File: src/mgb_sdp_ram.sv
// Simple dual-port synchronous RAM with one write port and one registered read port.
// Used for the door map and the path stack. No dependencies.
module mgb_sdp_ram #(
    parameter int DEPTH = 1024,
    parameter int WIDTH = 4,
    localparam int AW = $clog2(DEPTH)
) (
    input  logic             i_clk,
    input  logic             i_we,
    input  logic [AW-1:0]    i_waddr,
    input  logic [WIDTH-1:0] i_wdata,
    input  logic             i_re,
    input  logic [AW-1:0]    i_raddr,
    output logic [WIDTH-1:0] o_rdata
);

    logic [WIDTH-1:0] r_mem [DEPTH];
    logic [WIDTH-1:0] r_rdata;

    always_ff @(posedge i_clk) begin
        if (i_we) begin
            r_mem[i_waddr] <= i_wdata;
        end
        if (i_re) begin
            r_rdata <= r_mem[i_raddr];
        end
    end

    assign o_rdata = r_rdata;

endmodule

File: config.mk
export PLATFORM = sky130hd
export DESIGN_NAME = mgb_sdp_ram
export DESIGN_NICKNAME = d
export VERILOG_FILES = /design/src/mgb_sdp_ram.sv
export SDC_FILE = /design/constraint.sdc
export NUM_CORES = 2
export LEC_CHECK = 0
export ABC_AREA = 1
export BUFFER_PORTS_ARGS = -buffer_cell sky130_fd_sc_hd__buf_4
export CAP_MARGIN = 20
export CORE_ASPECT_RATIO = 0.75
export CORE_MARGIN = 5
export CORE_UTILIZATION = 42
export CTS_BUF_LIST = sky130_fd_sc_hd__clkbuf_16
export CTS_CLUSTER_DIAMETER = 40
export CTS_CLUSTER_SIZE = 12
export DETAILED_ROUTE_END_ITERATION = 6
export PLACE_DENSITY_LB_ADDON = 0.25
export REMOVE_ABC_BUFFERS = 1
export SLEW_MARGIN = 40
export SYNTH_ARGS = -nofsm -noshare
export SYNTH_HDL_FRONTEND = slang
export SYNTH_SLANG_ARGS = --single-unit
File: constraint.sdc
create_clock -name i_clk -period 5.66 [get_ports i_clk]
set_input_delay 1.132 -clock i_clk [delete_from_list [all_inputs] [get_ports i_clk]]
set_output_delay 1.132 -clock i_clk [all_outputs]
set_load 0.005 [all_outputs]
==> impl_results.html <==
<table>
<tr><th>Metric</th><th>Value</th></tr>
<tr><th colspan="2">Run status</th></tr>
<tr><td>Status</td><td>completed</td></tr>
<tr><th colspan="2">STA</th></tr>
<tr><td>Final slew viol count</td><td>0</td></tr>
<tr><td>Headroom to the max-slew limit</td><td>0.331</td></tr>
<tr><td>Max Clk Rate</td><td>235 MHz</td></tr>
<tr><td>Slew @ Worst Pin</td><td>roughly 1000 ps</td></tr>
<tr><td>Final setup violation count</td><td>0</td></tr>
<tr><td>Final worst-path cycle share</td><td>0.751</td></tr>
<tr><td>Final critical-path required period</td><td>between 4000 and 5000 ps</td></tr>
<tr><td>Post-route setup TNS</td><td>0 ps</td></tr>
<tr><td>RSZ-0062 raised after global routing</td><td>false</td></tr>
<tr><td>Setup skew after layout</td><td>between 60 and 70 ps</td></tr>
<tr><td>Final hold vios</td><td>0</td></tr>
<tr><th colspan="2">Critical path</th></tr>
<tr><td>Worst R2R End</td><td>o_rdata[2]</td></tr>
<tr><td>Critical path's top delay family</td><td>simple AND/OR/NAND/NOR gates</td></tr>
<tr><td>Startpoint of the worst register-to-register path</td><td>r_mem[547][2]</td></tr>
<tr><td>Cell at the slowest stage of the critical path</td><td>nand3_1</td></tr>
<tr><td>Worst path buffer plus inverter count</td><td>4</td></tr>
<tr><td>Startpoint Class</td><td>input pin</td></tr>
<tr><td>Crit path arrival time</td><td>slightly below 5000 ps</td></tr>
<tr><td>Setup slack of the most critical reg-to-reg path</td><td>around 2500 ps</td></tr>
<tr><td>Logic depth of the worst register-to-register path</td><td>12</td></tr>
<tr><td>Required time at the endpoint of the critical path</td><td>6360 ps</td></tr>
<tr><td>Critical path's most frequent cell</td><td>nand3_1</td></tr>
<tr><td>Crit end category</td><td>register</td></tr>
<tr><td>Instance count on the critical path</td><td>15</td></tr>
<tr><td>Cell-by-cell listing of the critical path</td><td>buf_8, inv_16, buf_4, buf_4, nand3_1, nand3_1, nand3_1, nand3_1, nand3_1, nand3_1, nand3_1, nand3_1, nand2_1, nand2_1, nand2_1</td></tr>
<tr><td>Delay of the slowest critical-path stage</td><td>540 ps</td></tr>
<tr><td>Critical Setup Path Class</td><td>input pin to register</td></tr>
<tr><td>Crit Path Max Fanout</td><td>92</td></tr>
<tr><th colspan="2">Yosys</th></tr>
<tr><td>Cell type contributing the most total cell area after synthesis</td><td>edfxtp_1</td></tr>
<tr><td>Top post-synthesis cells by area</td><td>edfxtp_1, nand3_1, nand2_1</td></tr>
<tr><td>Seq/Total Area, Yosys</td><td>0.727</td></tr>
<tr><td>Synth warn</td><td>0</td></tr>
<tr><td>Most numerous cell in the Yosys netlist</td><td>nand2_1</td></tr>
<tr><td>Synth async-reset ratio</td><td>0</td></tr>
<tr><td>Synth cell types</td><td>17</td></tr>
<tr><td>Syn Std Cell Area</td><td>169,000 um2</td></tr>
<tr><td>Simple-Gate Fraction of Synth Area</td><td>0.237</td></tr>
<tr><td>Register bit total from synthesis</td><td>about 4,100</td></tr>
<tr><td>Post-Synthesis Cells</td><td>between 10,000 and 15,000</td></tr>
<tr><td>Post-synthesis xor/xnor area fraction</td><td>0</td></tr>
<tr><td>Count of flip-flops with a built-in enable after synthesis</td><td>around 4,100</td></tr>
<tr><td>Adder-cell share of the synthesized area</td><td>0</td></tr>
<tr><td>Portion of netlist area occupied by mux cells</td><td>0</td></tr>
<tr><td>Primary FF master, synth</td><td>edfxtp_1</td></tr>
<tr><td>Yosys top cell area share</td><td>0.727</td></tr>
<tr><td>Post-synthesis compound-gate area fraction</td><td>0</td></tr>
<tr><td>Average size of a mapped cell</td><td>11.6 um2</td></tr>
<tr><td>Ranking of synthesized cells by instance count</td><td>nand2_1, edfxtp_1, nand3_1</td></tr>
<tr><td>Main combinational cell family by area after synthesis</td><td>simple AND/OR/NAND/NOR gates</td></tr>
<tr><th colspan="2">Detailed routing</th></tr>
<tr><td>Detailed-route wire length</td><td>~500,000 um</td></tr>
<tr><td>Number of vias after detailed routing</td><td>114,000</td></tr>
<tr><td>Number of nets with antenna violations after detailed routing</td><td>0</td></tr>
<tr><td>DRC violation count after routing</td><td>0</td></tr>
<tr><td>Number of optimization iterations in the first detailed-route pass</td><td>6</td></tr>
<tr><td>Routed wire length per instance</td><td>25.1 um</td></tr>
<tr><td>Number of DRC violations after detailed-routing iteration 0</td><td>around 15,000</td></tr>
<tr><td>Vias per inst</td><td>5.69</td></tr>
<tr><th colspan="2">Power</th></tr>
<tr><td>Design Power</td><td>approximately 67 mW</td></tr>
<tr><td>Max rail drop VDD</td><td>roughly 0.26 mV</td></tr>
<tr><td>Cell area power density</td><td>353 nW/um2</td></tr>
<tr><td>Leakage power of the design</td><td>around 65 nW</td></tr>
<tr><th colspan="2">Finish</th></tr>
<tr><td>Share of cells above drive strength 1</td><td>0.0746</td></tr>
<tr><td>Number of standard cells in the final layout excluding fillers</td><td>roughly 20,000</td></tr>
<tr><td>Design Area, Final</td><td>roughly 190,000 um2</td></tr>
<tr><td>Number of nets in the layout</td><td>approximately 14,000</td></tr>
<tr><td>Synthesis-to-layout area growth</td><td>12.2%</td></tr>
<tr><th colspan="2">Worst hold path</th></tr>
<tr><td>Worst Hold Class</td><td>input pin to register</td></tr>
<tr><td>Critical hold path startpoint</td><td>i_re</td></tr>
<tr><td>Worst hold path depth</td><td>1</td></tr>
<tr><td>Hold-critical path endpoint</td><td>o_rdata[0]</td></tr>
<tr><th colspan="2">CTS</th></tr>
<tr><td>CTS tree</td><td>yes</td></tr>
<tr><td># H-tree levels</td><td>5</td></tr>
<tr><td>CTS Root Buffer Type</td><td>clkbuf_16</td></tr>
<tr><td>Number of buffers added by the clock tree synthesis step</td><td>462</td></tr>
<tr><td>Clock network latency to the later pin of the worst-skew pair</td><td>roughly 940 ps</td></tr>
<tr><td>Clock Tree Buf Depth</td><td>4</td></tr>
<tr><td>Quantity of hold-fixing buffers added after cts</td><td>0</td></tr>
<tr><td>Cells resized by post-CTS repair</td><td>0</td></tr>
<tr><td>Number of setup buffers added after CTS</td><td>0</td></tr>
<tr><td>CTS clk-pin slew, worst paths</td><td>60 ps</td></tr>
<tr><td>Number of clock sinks</td><td>between 4,000 and 5,000</td></tr>
<tr><th colspan="2">Global route</th></tr>
<tr><td>Maximum number of pins on one net before global-route repair</td><td>about 170</td></tr>
<tr><td>Global-route total usage across every layer</td><td>0.235</td></tr>
<tr><td>Number of global-route vias before repair</td><td>~110k</td></tr>
<tr><td>Leftover overflow at the end of global routing</td><td>0</td></tr>
<tr><td>Number of antenna violations at the first check in global routing</td><td>33</td></tr>
<tr><td>Global-route wire length before repair</td><td>roughly 730,000 um</td></tr>
<tr><th colspan="2">Place</th></tr>
<tr><td>Placed Cells incl. Taps</td><td>about 19,000</td></tr>
<tr><td>Routability congestion estimate from global placement</td><td>between 0.8 and 0.9</td></tr>
<tr><td>Placed cell areas</td><td>around 180,000 um2</td></tr>
<tr><td>Final HPWL from detailed placement</td><td>284,000 um</td></tr>
<tr><td>Number of I/O port buffers</td><td>30</td></tr>
<tr><th colspan="2">Die</th></tr>
<tr><td>Number of primary I/O pins</td><td>31</td></tr>
<tr><td># rows</td><td>roughly 200</td></tr>
<tr><td>Area of the core</td><td>between 400,000 and 500,000 um2</td></tr>
<tr><td>Die height</td><td>about 560 um</td></tr>
<tr><td>DIE WIDTH</td><td>~740 um</td></tr>
<tr><td>Die Outline Area</td><td>between 400,000 and 500,000 um2</td></tr>
<tr><td>Effective utilization at floorplan</td><td>0.423</td></tr>
<tr><th colspan="2">Flow run</th></tr>
<tr><td>Reported max-cap violation count</td><td>0</td></tr>
</table>
where the power goes:
group,total (mW),internal [mW],switching [mW],leakage [nW]
registers,33.4,33.4,0.0142,36.8
clock network,29.7,17.6,12.2,7.36
logic,3.86,0.931,2.92,20.6
total,67.0,51.9,15.1,64.8
metal layers:
metal | global-route usage | up-vias | share of wire
met2 | 0.342 | 5832 | 0.43
li1 | - | 51100 | -
met3 | 0.0456 | 728 | 0.10
met1 | 0.358 | 56300 | 0.44
met4 | 0.0659 | 4 | 0.029
met5 | 0 | - | 0.000054
layout by cell type, fill, tap and decap left out:
master,count
nand2_1,4156
buf_8,7
nand2_8,14
inv_16,2
edfxtp_1,4100
clkinv_4,13
bufinv_16,59
nand3_1,4082
nor3_2,3
inv_8,5
inv_6,22
inv_2,2
nand3_2,1
nor2_2,2
clkinv_8,4
buf_4,266
nand3_4,3
clkinv_2,55
buf_12,109
nand2_4,8
clkinv_16,1
nor3_1,21
clkbuf_8,1
inv_1,81
nor2_1,1038
diode_2,17
clkinvlp_4,40
buf_16,7
clkinv_1,59
clkbuf_16,468
nand4_1,7
area by class of cell:
| cell class | count | area (um2) |
|---|---|---|
| fill | 35600 | 211000 |
| multi-input combinational | 9335 | 40600 |
| clock buffer | 468 | 11700 |
| tap | 5379 | 6730 |
| antenna | 17 | 42.5 |
| timing repair buffer | 390 | 4490 |
| inverter | 44 | 224 |
| sequential | 4100 | 123000 |
| clock inverter | 299 | 3150 |
logic make-up after synthesis:
logic type,Yosys count
and+or+nand+nor,9335
buffers and inverters,1144
DFF,4100
through the flow:
step                      worst slack [ps]  hold WS (ps)  utilization
final                                 1410           562        0.474
after global routing                  1390           496        0.474
after CTS                             1690           486        0.474
after detailed placement               681          1310        0.437
after global placement                 619          1340        0.436
after floorplan                      -6020          1020            -
registers in the layout (all words and copies together), names as in the netlist:
signal and flops:
r_mem 4096, o_rdata 4
how the worst max path moves through the flow:
stage,endpoint,slack (ps),start
2_1_floorplan,o_rdata[1],-6020,i_raddr[0]
3_3_place_gp,o_rdata[3],620,i_raddr[1]
3_5_place_dp,o_rdata[0],680,i_raddr[1]
4_1_cts,o_rdata[3],1690,i_raddr[1]
5_1_grt,o_rdata[0],1390,i_raddr[1]
6_report,o_rdata[0],1410,i_raddr[1]
(Power assumes the default switching activity.)
